===== config.mk =====
export PLATFORM = sky130hd
export DESIGN_NAME = scroll_speed_sigmoid_accel_top_flat
export DESIGN_NICKNAME = d
export VERILOG_FILES = /design/src/rtl/core/sssa_pkg.sv /design/src/rtl/core/sssa_if.sv /design/src/rtl/core/sssa_div.sv /design/src/rtl/core/scroll_speed_sigmoid_accel_top.sv /design/src/flat_wrapper.sv
export SDC_FILE = /design/constraint.sdc
export NUM_CORES = 1
export LEC_CHECK = 0
export BUFFER_PORTS_ARGS = -buffer_cell sky130_fd_sc_hd__buf_2
export CAP_MARGIN = 20
export CORE_MARGIN = 10
export CORE_UTILIZATION = 65
export DETAILED_ROUTE_END_ITERATION = 8
export HOLD_SLACK_MARGIN = 0.02
export PLACE_DENSITY = 0.83
export SLEW_MARGIN = 20
export SYNTH_ARGS = -nofsm -noshare
export SYNTH_HDL_FRONTEND = slang
export SYNTH_SLANG_ARGS = --single-unit

===== constraint.sdc =====
create_clock -name clk -period 20.3 [get_ports clk]
set_clock_uncertainty 0.15 [all_clocks]
set_input_delay 6.09 -clock clk [delete_from_list [all_inputs] [get_ports clk]]
set_output_delay 6.09 -clock clk [all_outputs]
set_load 0.005 [all_outputs]

===== src/rtl/core/sssa_pkg.sv =====
package sssa_pkg;

    // Field widths fixed by the event format.
    localparam int VALUE_W    = 16;
    localparam int TIME_W     = 32;
    localparam int SENS_W     = 8;
    localparam int OUT_W      = 24;
    localparam int DECAY_W    = 16;
    localparam int GAIN_CFG_W = 7;
    localparam int MINMOV_W   = 15;

    // Configuration port.
    localparam int CFG_IDX_W  = 2;
    localparam int CFG_DATA_W = 16;

    localparam logic [CFG_IDX_W-1:0] REG_DECAY_WINDOW = 2'd0;
    localparam logic [CFG_IDX_W-1:0] REG_MAX_GAIN     = 2'd1;
    localparam logic [CFG_IDX_W-1:0] REG_MIN_MOVEMENT = 2'd2;

    localparam logic [DECAY_W-1:0]    DECAY_RESET  = 16'd100;
    localparam logic [GAIN_CFG_W-1:0] GAIN_RESET   = 7'd10;
    localparam logic [MINMOV_W-1:0]   MINMOV_RESET = 15'd1;

    // Internal datapath widths.
    localparam int MOV_W       = 16;              // |value| up to 32768
    localparam int SENS_CLAMP_W = 4;              // sensitivity after clamping
    localparam int SPEED_W     = 16;              // Q8.8 speed
    localparam int SPEED_FRAC  = 8;
    localparam int DIV_W       = 24;              // dividend / quotient width
    localparam int DEN_W       = 16;              // divisor width
    localparam int DIV_CNT_W   = $clog2(DIV_W);
    localparam int ADJ_W       = 18;              // scaled speed, below 2^18
    localparam int LUT_SHIFT   = 13;              // adj * N >> 13 gives the table index
    localparam int SIG_W       = 16;              // Q0.16 sigmoid
    localparam int GAIN_W      = 24;              // Q8.16 gain
    localparam int MUL_CNT_W   = $clog2(MOV_W);

    localparam logic [SENS_W-1:0]  SENS_MIN  = 8'd1;
    localparam logic [SENS_W-1:0]  SENS_MAX  = 8'd10;
    localparam logic [SPEED_W-1:0] SPEED_SAT = 16'hFFFF;
    localparam logic [SIG_W-1:0]   SIG_SAT   = 16'hFFFF;
    localparam logic [GAIN_W-1:0]  GAIN_ONE  = 24'h010000;
    // sensitivity / 2.5 is done as sensitivity * 2 / 5.
    localparam logic [DEN_W-1:0]   SENS_DIV  = 16'd5;
    localparam logic [OUT_W-1:0]   SAT_POS   = 24'h7FFFFF;
    localparam logic [OUT_W-1:0]   SAT_NEG   = 24'h800000;

    typedef struct packed {
        logic             start;
        logic [DIV_W-1:0] num;
        logic [DEN_W-1:0] den;
    } sssa_div_req_t;

    typedef struct packed {
        logic             done;
        logic [DIV_W-1:0] quo;
    } sssa_div_rsp_t;

endpackage


===== src/rtl/core/sssa_if.sv =====
interface sssa_in_if;
    import sssa_pkg::*;

    logic                      valid;
    logic                      ready;
    logic                      is_rel;
    logic signed [VALUE_W-1:0] value;
    logic [TIME_W-1:0]         now_ms;
    logic [SENS_W-1:0]         sensitivity;

    modport source (output valid, is_rel, value, now_ms, sensitivity, input ready);
    modport sink   (input valid, is_rel, value, now_ms, sensitivity, output ready);
endinterface

interface sssa_out_if;
    import sssa_pkg::*;

    logic                    valid;
    logic                    ready;
    logic signed [OUT_W-1:0] value_out;
    logic                    accelerated;

    modport source (output valid, value_out, accelerated, input ready);
    modport sink   (input valid, value_out, accelerated, output ready);
endinterface

interface sssa_cfg_if;
    import sssa_pkg::*;

    logic                  valid;
    logic                  ready;
    logic [CFG_IDX_W-1:0]  index;
    logic [CFG_DATA_W-1:0] data;

    modport source (output valid, index, data, input ready);
    modport sink   (input valid, index, data, output ready);
endinterface


===== src/rtl/core/sssa_div.sv =====
module sssa_div (
    input  logic                    clk,
    input  logic                    rst_n,
    input  sssa_pkg::sssa_div_req_t req,
    output sssa_pkg::sssa_div_rsp_t rsp
);
    import sssa_pkg::*;

    // Restoring division, one quotient bit per cycle. The dividend shifts out
    // of the top of quo_reg while quotient bits shift in at the bottom.
    logic                 busy_reg, busy_next;
    logic                 done_reg, done_next;
    logic [DIV_CNT_W-1:0] cnt_reg, cnt_next;
    logic [DEN_W-1:0]     rem_reg, rem_next;
    logic [DEN_W-1:0]     den_reg, den_next;
    logic [DIV_W-1:0]     quo_reg, quo_next;

    logic [DEN_W:0]       trial;
    logic [DEN_W:0]       diff;
    logic                 ge;

    assign trial = {rem_reg, quo_reg[DIV_W-1]};
    assign ge    = trial >= {1'b0, den_reg};
    assign diff  = trial - {1'b0, den_reg};

    always_comb
    begin
        busy_next = busy_reg;
        done_next = 1'b0;
        cnt_next  = cnt_reg;
        rem_next  = rem_reg;
        den_next  = den_reg;
        quo_next  = quo_reg;
        if (req.start)
        begin
            busy_next = 1'b1;
            cnt_next  = DIV_CNT_W'(DIV_W - 1);
            rem_next  = '0;
            den_next  = req.den;
            quo_next  = req.num;
        end
        else if (busy_reg)
        begin
            rem_next = ge ? diff[DEN_W-1:0] : trial[DEN_W-1:0];
            quo_next = {quo_reg[DIV_W-2:0], ge};
            cnt_next = cnt_reg - 1'b1;
            if (cnt_reg == '0)
            begin
                busy_next = 1'b0;
                done_next = 1'b1;
            end
        end
    end

    always_ff @(posedge clk or negedge rst_n)
    begin
        if (!rst_n)
        begin
            busy_reg <= 1'b0;
            done_reg <= 1'b0;
            cnt_reg  <= '0;
        end
        else
        begin
            busy_reg <= busy_next;
            done_reg <= done_next;
            cnt_reg  <= cnt_next;
        end
    end

    always_ff @(posedge clk)
    begin
        rem_reg <= rem_next;
        den_reg <= den_next;
        quo_reg <= quo_next;
    end

    assign rsp.done = done_reg;
    assign rsp.quo  = quo_reg;

endmodule


===== src/rtl/core/scroll_speed_sigmoid_accel_top.sv =====
// Sigmoid scroll acceleration.
// in_ch carries one scroll event per transfer (is_rel, value, now_ms,
// sensitivity); out_ch returns exactly one result per event (value_out,
// accelerated), in order. cfg writes decay_window_ms (index 0), max_gain
// (index 1) and min_movement (index 2); other indexes are ignored. cfg is
// always ready and is meant to be written only while no event is in flight.
// Events are handled one at a time. A non-relative event, a small movement or
// an event outside the decay window passes from accept through S_EVAL and
// S_DONE into the output register, and the next event can be accepted once it
// is there. An accelerated event takes two passes through the shared bit-serial
// divider (speed, then the sensitivity scaling), 16 shift-add multiply steps
// by the gain and the control states around them.
// The block accepts the next event as soon as the previous one has reached
// the output register, so a stalled receiver holds one finished result while
// the next event is computed; the block stops only when a second result is
// ready and the output register is still full.
// Reset clears the remembered event time (no prior event) and restores the
// registers to 100 ms, gain 10 and threshold 1. No clearing pass is needed.
module scroll_speed_sigmoid_accel_top #(
    parameter int SIGMOID_ENTRIES = 64
) (
    input  logic              clk,
    input  logic              rst_n,
    sssa_in_if.sink           in_ch,
    sssa_out_if.source        out_ch,
    sssa_cfg_if.sink          cfg
);
    import sssa_pkg::*;

    localparam int IDX_W  = $clog2(SIGMOID_ENTRIES);
    localparam int N_W    = $clog2(SIGMOID_ENTRIES + 1);
    localparam int PROD_W = ADJ_W + N_W;
    localparam int IDXF_W = PROD_W - LUT_SHIFT;

    localparam logic [3:0] S_IDLE  = 4'd0;
    localparam logic [3:0] S_EVAL  = 4'd1;
    localparam logic [3:0] S_DIV1  = 4'd2;
    localparam logic [3:0] S_SCALE = 4'd3;
    localparam logic [3:0] S_DIV2  = 4'd4;
    localparam logic [3:0] S_IDX   = 4'd5;
    localparam logic [3:0] S_LUT   = 4'd6;
    localparam logic [3:0] S_GAIN  = 4'd7;
    localparam logic [3:0] S_MUL   = 4'd8;
    localparam logic [3:0] S_FIN   = 4'd9;
    localparam logic [3:0] S_DONE  = 4'd10;

    typedef logic [SIG_W-1:0] sig_rom_t [SIGMOID_ENTRIES];

    // Sigmoid table, built at elaboration with the same 64-bit fixed-point
    // steps as the software version so every entry matches bit for bit.
    function automatic logic [63:0] udiv64(input logic [63:0] n, input logic [63:0] d);
        logic [63:0] q;
        logic [64:0] r;
        q = '0;
        r = '0;
        for (int b = 63; b >= 0; b--)
        begin
            r = {r[63:0], n[b]};
            if (r >= {1'b0, d})
            begin
                r    = r - {1'b0, d};
                q[b] = 1'b1;
            end
        end
        return q;
    endfunction

    // e^(-f/65536) in Q32 from a 15-term series.
    function automatic logic [63:0] exp_frac(input logic [31:0] f);
        logic signed [63:0] sum;
        logic [63:0]        term;
        sum  = 64'sh1_0000_0000;
        term = 64'h1_0000_0000;
        for (int k = 1; k <= 14; k++)
        begin
            term = udiv64(term * {32'd0, f}, 64'd65536 * 64'(k));
            if (k % 2 == 1)
                sum = sum - $signed(term);
            else
                sum = sum + $signed(term);
        end
        return sum[63] ? 64'd0 : sum;
    endfunction

    function automatic logic [63:0] exp_neg(input logic [31:0] a);
        logic [15:0]  n;
        logic [63:0]  r;
        logic [63:0]  e1;
        logic [127:0] prod;
        n  = a[31:16];
        r  = exp_frac({16'd0, a[15:0]});
        e1 = exp_frac(32'd65536);
        for (int i = 0; i < 16; i++)
        begin
            if (16'(i) < n)
            begin
                prod = {64'd0, r} * {64'd0, e1};
                r    = prod[95:32];
            end
        end
        return (n >= 16'd16) ? 64'd0 : r;
    endfunction

    function automatic sig_rom_t build_rom();
        sig_rom_t    rom;
        longint      t;
        logic [63:0] a;
        logic [63:0] e;
        logic [63:0] d;
        logic [63:0] num;
        logic [63:0] s;
        for (int i = 0; i < SIGMOID_ENTRIES; i++)
        begin
            t   = ((longint'(i) << 20) / SIGMOID_ENTRIES) - 64'sd262144;
            a   = (t < 0) ? 64'(-t) : 64'(t);
            e   = exp_neg(a[31:0]);
            d   = 64'h1_0000_0000 + e;
            num = (t >= 0) ? (64'd1 << 48) : (e << 16);
            s   = udiv64(num + (d >> 1), d);
            rom[i] = (s > 64'd65535) ? SIG_SAT : s[SIG_W-1:0];
        end
        return rom;
    endfunction

    localparam sig_rom_t SIG_ROM = build_rom();

    // Configuration registers.
    logic [DECAY_W-1:0]    decay_reg;
    logic [GAIN_CFG_W-1:0] max_gain_reg;
    logic [MINMOV_W-1:0]   min_mov_reg;

    assign cfg.ready = 1'b1;

    always_ff @(posedge clk or negedge rst_n)
    begin
        if (!rst_n)
        begin
            decay_reg    <= DECAY_RESET;
            max_gain_reg <= GAIN_RESET;
            min_mov_reg  <= MINMOV_RESET;
        end
        else if (cfg.valid)
        begin
            case (cfg.index)
                REG_DECAY_WINDOW: decay_reg    <= cfg.data[DECAY_W-1:0];
                REG_MAX_GAIN:     max_gain_reg <= cfg.data[GAIN_CFG_W-1:0];
                REG_MIN_MOVEMENT: min_mov_reg  <= cfg.data[MINMOV_W-1:0];
                default:          ;
            endcase
        end
    end

    // Control state.
    logic [3:0]           state_reg, state_next;
    logic [TIME_W-1:0]    last_reg, last_next;
    logic [MUL_CNT_W-1:0] mcnt_reg, mcnt_next;
    logic                 outv_reg, outv_next;

    // Datapath registers.
    logic                      is_rel_reg, is_rel_next;
    logic signed [VALUE_W-1:0] val_reg, val_next;
    logic [TIME_W-1:0]         now_reg, now_next;
    logic [SENS_CLAMP_W-1:0]   sens_reg, sens_next;
    logic [MOV_W-1:0]          mov_reg, mov_next;
    logic [SPEED_W-1:0]        speed_reg, speed_next;
    logic [ADJ_W-1:0]          adj_reg, adj_next;
    logic [IDX_W-1:0]          idx_reg, idx_next;
    logic                      ovf_reg, ovf_next;
    logic [SIG_W-1:0]          sig_reg, sig_next;
    logic [GAIN_W-1:0]         gain_reg, gain_next;
    logic [GAIN_W-1:0]         hi_reg, hi_next;
    logic [MOV_W-1:0]          lo_reg, lo_next;
    logic [OUT_W-1:0]          res_reg, res_next;
    logic                      res_acc_reg, res_acc_next;
    logic [OUT_W-1:0]          outd_reg, outd_next;
    logic                      outa_reg, outa_next;

    sssa_div_req_t div_req;
    sssa_div_rsp_t div_rsp;

    sssa_div u_div (
        .clk   (clk),
        .rst_n (rst_n),
        .req   (div_req),
        .rsp   (div_rsp)
    );

    logic [MOV_W-1:0]      mov;
    logic [TIME_W-1:0]     delta;
    logic                  in_window;
    logic [OUT_W-1:0]      pass_val;
    logic [SENS_CLAMP_W-1:0] sens_clamped;
    logic [19:0]           spd_sens;
    logic [PROD_W-1:0]     idx_prod;
    logic [IDXF_W-1:0]     idx_full;
    logic [GAIN_CFG_W-1:0] gain_m1;
    logic [22:0]           gain_frac;
    logic [GAIN_W:0]       mac_sum;
    logic                  load_out;

    assign mov       = val_reg[VALUE_W-1] ? MOV_W'(-val_reg) : MOV_W'(val_reg);
    assign delta     = (last_reg != '0) ? (now_reg - last_reg) : '0;
    assign in_window = (delta != '0) && (delta < {{(TIME_W-DECAY_W){1'b0}}, decay_reg});
    assign pass_val  = {{(OUT_W-VALUE_W){val_reg[VALUE_W-1]}}, val_reg};

    assign sens_clamped = (in_ch.sensitivity < SENS_MIN) ? SENS_CLAMP_W'(SENS_MIN) :
                          (in_ch.sensitivity > SENS_MAX) ? SENS_CLAMP_W'(SENS_MAX) :
                          in_ch.sensitivity[SENS_CLAMP_W-1:0];

    assign spd_sens = 20'(speed_reg) * 20'(sens_reg);
    assign idx_prod = PROD_W'(adj_reg) * PROD_W'(SIGMOID_ENTRIES);
    assign idx_full = idx_prod[PROD_W-1:LUT_SHIFT];

    // A zero gain setting behaves as a gain of one.
    assign gain_m1   = (max_gain_reg == '0) ? '0 : max_gain_reg - 1'b1;
    assign gain_frac = 23'(gain_m1) * 23'(sig_reg);

    // Shift-add multiply of the magnitude by the gain, LSB first; the low
    // product bits fall out of lo_reg, leaving |value| * gain >> 16 in hi_reg.
    assign mac_sum = {1'b0, hi_reg} + (lo_reg[0] ? {1'b0, gain_reg} : '0);

    assign load_out = (state_reg == S_DONE) && (!outv_reg || out_ch.ready);

    assign in_ch.ready        = (state_reg == S_IDLE);
    assign out_ch.valid       = outv_reg;
    assign out_ch.value_out   = outd_reg;
    assign out_ch.accelerated = outa_reg;

    always_comb
    begin
        state_next   = state_reg;
        last_next    = last_reg;
        mcnt_next    = mcnt_reg;
        is_rel_next  = is_rel_reg;
        val_next     = val_reg;
        now_next     = now_reg;
        sens_next    = sens_reg;
        mov_next     = mov_reg;
        speed_next   = speed_reg;
        adj_next     = adj_reg;
        idx_next     = idx_reg;
        ovf_next     = ovf_reg;
        sig_next     = sig_reg;
        gain_next    = gain_reg;
        hi_next      = hi_reg;
        lo_next      = lo_reg;
        res_next     = res_reg;
        res_acc_next = res_acc_reg;
        div_req      = '0;

        case (state_reg)
            S_IDLE:
            begin
                if (in_ch.valid)
                begin
                    is_rel_next = in_ch.is_rel;
                    val_next    = in_ch.value;
                    now_next    = in_ch.now_ms;
                    sens_next   = sens_clamped;
                    state_next  = S_EVAL;
                end
            end
            S_EVAL:
            begin
                mov_next     = mov;
                res_next     = pass_val;
                res_acc_next = 1'b0;
                if (!is_rel_reg)
                begin
                    state_next = S_DONE;
                end
                else
                begin
                    last_next = now_reg;
                    if ((mov <= MOV_W'(min_mov_reg)) || !in_window)
                    begin
                        state_next = S_DONE;
                    end
                    else
                    begin
                        div_req.start = 1'b1;
                        div_req.num   = {mov, SPEED_FRAC'(0)};
                        div_req.den   = delta[DEN_W-1:0];
                        state_next    = S_DIV1;
                    end
                end
            end
            S_DIV1:
            begin
                if (div_rsp.done)
                begin
                    speed_next = (div_rsp.quo[DIV_W-1:SPEED_W] != '0) ? SPEED_SAT :
                                 div_rsp.quo[SPEED_W-1:0];
                    state_next = S_SCALE;
                end
            end
            S_SCALE:
            begin
                div_req.start = 1'b1;
                div_req.num   = {3'b000, spd_sens, 1'b0};
                div_req.den   = SENS_DIV;
                state_next    = S_DIV2;
            end
            S_DIV2:
            begin
                if (div_rsp.done)
                begin
                    adj_next   = div_rsp.quo[ADJ_W-1:0];
                    state_next = S_IDX;
                end
            end
            S_IDX:
            begin
                ovf_next   = idx_full >= IDXF_W'(SIGMOID_ENTRIES);
                idx_next   = (idx_full >= IDXF_W'(SIGMOID_ENTRIES)) ? '0 : idx_full[IDX_W-1:0];
                state_next = S_LUT;
            end
            S_LUT:
            begin
                sig_next   = ovf_reg ? SIG_SAT : SIG_ROM[idx_reg];
                state_next = S_GAIN;
            end
            S_GAIN:
            begin
                gain_next  = GAIN_ONE + GAIN_W'(gain_frac);
                hi_next    = '0;
                lo_next    = mov_reg;
                mcnt_next  = '0;
                state_next = S_MUL;
            end
            S_MUL:
            begin
                hi_next   = mac_sum[GAIN_W:1];
                lo_next   = {mac_sum[0], lo_reg[MOV_W-1:1]};
                mcnt_next = mcnt_reg + 1'b1;
                if (mcnt_reg == MUL_CNT_W'(MOV_W - 1))
                    state_next = S_FIN;
            end
            S_FIN:
            begin
                if (!val_reg[VALUE_W-1])
                    res_next = (hi_reg > SAT_POS) ? SAT_POS : hi_reg;
                else
                    res_next = (hi_reg > SAT_NEG) ? SAT_NEG : OUT_W'(-hi_reg);
                res_acc_next = 1'b1;
                state_next   = S_DONE;
            end
            S_DONE:
            begin
                if (load_out)
                    state_next = S_IDLE;
            end
            default:
            begin
                state_next = S_IDLE;
            end
        endcase
    end

    // Output register: a finished result waits here while the next event runs.
    always_comb
    begin
        outv_next = outv_reg;
        outd_next = outd_reg;
        outa_next = outa_reg;
        if (load_out)
        begin
            outv_next = 1'b1;
            outd_next = res_reg;
            outa_next = res_acc_reg;
        end
        else if (out_ch.ready)
        begin
            outv_next = 1'b0;
        end
    end

    always_ff @(posedge clk or negedge rst_n)
    begin
        if (!rst_n)
        begin
            state_reg <= S_IDLE;
            last_reg  <= '0;
            mcnt_reg  <= '0;
            outv_reg  <= 1'b0;
        end
        else
        begin
            state_reg <= state_next;
            last_reg  <= last_next;
            mcnt_reg  <= mcnt_next;
            outv_reg  <= outv_next;
        end
    end

    always_ff @(posedge clk)
    begin
        is_rel_reg  <= is_rel_next;
        val_reg     <= val_next;
        now_reg     <= now_next;
        sens_reg    <= sens_next;
        mov_reg     <= mov_next;
        speed_reg   <= speed_next;
        adj_reg     <= adj_next;
        idx_reg     <= idx_next;
        ovf_reg     <= ovf_next;
        sig_reg     <= sig_next;
        gain_reg    <= gain_next;
        hi_reg      <= hi_next;
        lo_reg      <= lo_next;
        res_reg     <= res_next;
        res_acc_reg <= res_acc_next;
        outd_reg    <= outd_next;
        outa_reg    <= outa_next;
    end

endmodule


===== src/flat_wrapper.sv =====
// flat-port wrapper written by rule: the top's interface ports become plain ports
module scroll_speed_sigmoid_accel_top_flat import sssa_pkg::*;
#(
    parameter int SIGMOID_ENTRIES = 64
)
  (clk, rst_n, in_ch_valid, in_ch_is_rel, in_ch_value, in_ch_now_ms, in_ch_sensitivity, in_ch_ready, out_ch_valid, out_ch_value_out, out_ch_accelerated, out_ch_ready, cfg_valid, cfg_index, cfg_data, cfg_ready);
  sssa_in_if in_ch_i ();
  sssa_out_if out_ch_i ();
  sssa_cfg_if cfg_i ();
  input  logic clk;
  input  logic rst_n;
  input wire logic [$bits(in_ch_i.valid)-1:0] in_ch_valid;
  input wire logic [$bits(in_ch_i.is_rel)-1:0] in_ch_is_rel;
  input wire logic [$bits(in_ch_i.value)-1:0] in_ch_value;
  input wire logic [$bits(in_ch_i.now_ms)-1:0] in_ch_now_ms;
  input wire logic [$bits(in_ch_i.sensitivity)-1:0] in_ch_sensitivity;
  output wire logic [$bits(in_ch_i.ready)-1:0] in_ch_ready;
  output wire logic [$bits(out_ch_i.valid)-1:0] out_ch_valid;
  output wire logic [$bits(out_ch_i.value_out)-1:0] out_ch_value_out;
  output wire logic [$bits(out_ch_i.accelerated)-1:0] out_ch_accelerated;
  input wire logic [$bits(out_ch_i.ready)-1:0] out_ch_ready;
  input wire logic [$bits(cfg_i.valid)-1:0] cfg_valid;
  input wire logic [$bits(cfg_i.index)-1:0] cfg_index;
  input wire logic [$bits(cfg_i.data)-1:0] cfg_data;
  output wire logic [$bits(cfg_i.ready)-1:0] cfg_ready;
  assign in_ch_i.valid = in_ch_valid;
  assign in_ch_i.is_rel = in_ch_is_rel;
  assign in_ch_i.value = in_ch_value;
  assign in_ch_i.now_ms = in_ch_now_ms;
  assign in_ch_i.sensitivity = in_ch_sensitivity;
  assign in_ch_ready = in_ch_i.ready;
  assign out_ch_valid = out_ch_i.valid;
  assign out_ch_value_out = out_ch_i.value_out;
  assign out_ch_accelerated = out_ch_i.accelerated;
  assign out_ch_i.ready = out_ch_ready;
  assign cfg_i.valid = cfg_valid;
  assign cfg_i.index = cfg_index;
  assign cfg_i.data = cfg_data;
  assign cfg_ready = cfg_i.ready;
  scroll_speed_sigmoid_accel_top #(.SIGMOID_ENTRIES(SIGMOID_ENTRIES)) u_core (.clk(clk), .rst_n(rst_n), .in_ch(in_ch_i), .out_ch(out_ch_i), .cfg(cfg_i));
endmodule

# Yosys cells after proc, flatten, opt, wreduce, memory -nomap -nowiden
# Memory sizes are Yosys's and may differ from the RTL's. A register that Yosys moved wholly into a read port is not among the register bits.
# Index checks and enable logic that the tools add are counted.
[word_totals] rom_bits=1024 regBits=366 word_cells=132 n_memories=1
[op_classes] eq_ne=18 add_sub_neg=9 multipliers=2 n_bitwise=1 n_reduce_logical=26 order_cmp=8 muxes=37
[memory_table] memory="(name not given)" depth=64 width=16 read_ports=1 rd_ports_with_merged_regs=1 write_ports=0 line="scroll_speed_sigmoid_accel_top.sv:320" text="sig_next = ovf_reg ? SIG_SAT : SIG_ROM[idx_reg];"
[op_table] op="$mux 24" count=6
[op_table] op="$pmux 24 s2" count=2
[op_table] op="$mux 41" count=2
[op_table] op="$pmux 41 s2" count=1
[op_table] op="$reduce_bool 32->1" count=2
[op_table] op="$pmux 4 s11" count=1
[op_table] op="$lt 32x16->1" count=1
[op_table] op="$mux 16" count=2
[op_table] op="$mux 32" count=1
[op_table] op="$mux 4" count=8
[op_table] op="$pmux 16 s2" count=1
[op_table] op="$sub 32x32->32" count=1
[op_table] op="$add 24x25->25" count=1
[op_table] op="$add 17x23->24 const A" count=1
[op_table] op="$gt 24x23->1 const B" count=1
[op_table] op="$gt 24x24->1 const B" count=1
[op_table] op="$neg 24->24" count=1
[op_table] op="$mul 7x16->23" count=1
[op_table] op="$mul 16x4->20" count=1
[op_table] op="$ge 17x16->1" count=1
[op_table] op="$eq 4x3->1 const B" count=4
[op_table] op="$eq 4x4->1 const B" count=4
[op_table] op="$le 16x15->1" count=1
[op_table] op="$neg 16->16" count=1
[op_table] op="31 further kinds" count=55

# Depth between registers and ports, before layout
[logic_depth] depth_word=10 mapped_depth=26

# Modules after synthesis
# A second synthesis with hierarchy kept.
[hier_totals] cells_unflattened=2693 area_unflattened_um2=26784.4
[by_module_without_submodules] module="scroll_speed_sigmoid_accel_top" cells_each=2388 instances=1 seq_area_each_um2=8981.1 area_per_inst_um2=23387.4
[by_module_without_submodules] module="sssa_div" cells_each=305 instances=1 seq_area_each_um2=1696.6 area_per_inst_um2=3397.0

# Least setup slack after synthesis
# OpenSTA, ideal clock, no wires.
[synth_path] kind="input -> register" start="in in_ch_valid" end="reg u_core.is_rel_reg (enable)" cell_stages=1 required_ps=19734 arrival_time_ps=7351 path_buffers=0 path_slack_ps=12383 cell_sequence="and2_1"
[synth_between] elab_chain_cells=1
[synth_lines] element="start, declared" line="flat_wrapper.sv:12" text="input wire logic [$bits(in_ch_i.valid)-1:0] in_ch_valid;"
[synth_lines] element="$reduce_and 2->1 (no source line)"
[synth_lines] element="end signal, assigned" line="scroll_speed_sigmoid_accel_top.sv:398" text="is_rel_reg <= is_rel_next;"
[synth_lines] element="end, declared" line="scroll_speed_sigmoid_accel_top.sv:160" text="logic is_rel_reg, is_rel_next;"
# Every way passes these cells.
# A chain may end at the register's enable or synchronous reset.

# Worst setup path in the final report
[layout_path] start="reg u_core.state_reg[0]" end="out in_ch_ready"
[layout_between] elab_chain_cells=1
[layout_lines] element="start, declared" line="scroll_speed_sigmoid_accel_top.sv:154" text="logic [3:0] state_reg, state_next;"
[layout_lines] element="start signal, assigned" line="scroll_speed_sigmoid_accel_top.sv:389" text="state_reg <= state_next;"
[layout_lines] element="$logic_not 4->1" line="scroll_speed_sigmoid_accel_top.sv:224" text="assign in_ch.ready = (state_reg == S_IDLE);"
[layout_lines] element="end, declared" line="flat_wrapper.sv:17" text="output wire logic [$bits(in_ch_i.ready)-1:0] in_ch_ready;"
# Every way passes these cells.

==> results.ini <==
[setup_path]
cp-end-kind = output pin
crit_type = reg2out
cp.arrival_ns = 1.64
max_stage_delay_ns = 0.52
slowest_stage = dfrtp_1
crit_path_start_kind = register
required_ns = 14.06
crit_chain = nor4_1, buf_2
cp_max_fo = 13

[layout]
most-common-layout-cells = edfxtp_1, inv_1, nand2_1
nNetsFinal = 3094
final_cell_area_um2 = 28500
final_common_cell = edfxtp_1
fill_cells = 2816
drive_gt1_share_pct = 11.0
syn_to_final_growth_pct = 8.92
fin_util_pct = 71.6

[cts]
h-tree-depth = 2
clockBufferDepth = 3
clk_latency_ns = 0.56
clk_pin_slew_ns = 0.06
cts_buffers = 40
cts-root-buf = clkbuf_16
cts_tree = yes
cts_resized = 0
clock-sinks = 375
postCtsSetupBuffers = 0
cts_hold_buffers = 0

[synthesis]
yosys_most_used_dff = edfxtp_1
syn_inst = 2637
synth_seq_cells = 375
ys_seq_area_share_pct = 40.9
ys_async_sr_fraction_pct = 22.9
yosys.cell_types.count = 85
synth_edf_count = 273
yosysWarningCount = 0
syn_area_um2 = 26100
synth_area_per_cell_um2 = 9.91
syn_nets = 3019

[drt]
drc_errors = 0
drt_iter0_drc = 1598
vias = 19900
viasPerCell = 6.09
routed_wl_um = 61500
first_pass_iters = 6
avgRoutedWirePerCell_um = 18.8
drtAntennaViolNets = 0

[sta]
rsz0062_at_grt = no
setup_viol = 0
finalCritPeriodShare_pct = 38.8
worst_slew_pin_slew_ns = 1.08
max_clock_freq_mhz = 127
layout_min_cycle_time_ns = 7.88
fin_tns_setup_ns = 0
relSlewSlack_pct = 27.4
drv_slew = 0
finalHoldViolations = 0

[floorplanning]
die-height_um = 220
die_area_um2 = 48600
die_w_um = 220
coreArea_um2 = 39700
num_rows = 73
io_pins = 108
initial_utilization_pct = 65.8

[pwr]
power_uw = 4990
leakage_uw = 0.0122
power_density_nw_per_um2 = 175
ir_worst_vdd_uv = 164

[global_routing]
grt_pass1_vias = 19800
grtUsageTotal_pct = 25.4
grt_antenna_before_repair = 8
grt_start_max_net_pins = 54
grt-ovfl-total = 0
grt_pass1_wl_um = 100000

[run]
cap_violations = 0

[placement]
dpl.hpwl_um = 45900
dpl_cell_area_um2 = 27100
port_buffers = 106
routabilityCongestion = 0.929

[min_path]
hold_path.class = reg2reg

[run_status]
status = completed

-- report_power, final --
part / internal (uW) / switching, uW / total [uW]
combinational: 1250 / 1690 / 2930
sequential: 1160 / 157 / 1320
clock: 439 / 301 / 740
-- metal layers --
metal,GRT usage [%],part of all wire [%],vias to the layer above
met5,0,0.085,-
met4,8.32,2.9,6
met3,5.08,7.3,141
met2,42.3,48,797
met1,32.8,42,9607
li1,-,-,9388
-- stage by stage --
step | worst slack [ns] | hold slack (ns) | instances
after floorplan | 12.38 | 0.250 | 2637
after global placement | 12.59 | 0.252 | 3195
after detailed placement | 12.50 | 0.255 | 3195
after CTS | 12.41 | 0.269 | 3268
after global routing | 12.17 | 0.285 | 3270
final | 12.42 | 0.267 | 3273
-- kinds of logic after synthesis --
family	count (synthesis)	synth area share [%]
mux	72	3.02
other cells	1	0.0144
compound gates	537	13.2
xor+xnor	106	3.55
flops	375	40.9
fa+ha+maj	302	17.4
simple gates	886	16.7
buf+inv	358	5.31
-- critical path: cells and delay by family (launching register included) --
family | cells | cell delay (ns)
buffers and inverters | 1 | 0.18
flip-flops | 1 | 0.52
AND/OR/NAND/NOR | 1 | 0.38
-- final timing paths --
kind | from | endpoint | slack (ns) | cells past startpoint
worst min-delay path | u_core.res_reg[4] | u_core.out_ch.value_out[4] | 0.27 | 0
min in group asynchronous | rst_n | u_core.last_reg[25] | 5.35 | 1
max in group asynchronous | rst_n | u_core.last_reg[21] | 13.56 | 2
worst max-delay path | u_core.state_reg[0] | in_ch_ready | 12.42 | 2
worst max register to register | u_core.max_gain_reg[2] | u_core.gain_reg[23] | 12.71 | 24
worst min register to register | u_core.res_reg[4] | u_core.out_ch.value_out[4] | 0.27 | 0
-- cells in the mapped netlist, types with 18 or more instances --
cell type | count | share of area [%]
nand2b_1 | 30 | 0.72
a211oi_1 | 32 | 0.92
o211ai_1 | 22 | 0.63
nor3_1 | 49 | 0.94
a21oi_1 | 137 | 2.6
dfrtp_1 | 80 | 7.7
or2_2 | 30 | 0.72
edfxtp_1 | 273 | 31
inv_1 | 263 | 3.8
a31oi_1 | 22 | 0.53
xnor2_1 | 60 | 2.0
a21o_1 | 33 | 0.95
and2_1 | 122 | 2.9
fa_1 | 101 | 7.7
clkbuf_1 | 66 | 0.95
mux2i_1 | 18 | 0.69
o21ai_0 | 144 | 2.8
mux2_2 | 54 | 2.3
ha_1 | 201 | 9.6
nor2_1 | 198 | 2.8
nand2_1 | 260 | 3.7
nor2b_1 | 48 | 1.1
nand3_1 | 41 | 0.79
nand4_1 | 20 | 0.48
xor2_1 | 46 | 1.5
or3_1 | 22 | 0.53
-- area by class of cell --
cell class / count / area, um^2 / area share, %
flip-flops and latches: 375 / 10700 / 37.5
clock inverters: 12 / 124 / 0.435
inverters: 267 / 1000 / 3.52
well taps: 525 / 657 / 2.31
multi-input cells: 1904 / 14100 / 49.6
clock buffers: 61 / 1210 / 4.26
repair buffers: 124 / 668 / 2.35
diodes: 5 / 12.5 / 0.0440
No activity file was read; power rests on OpenSTA's default activity.
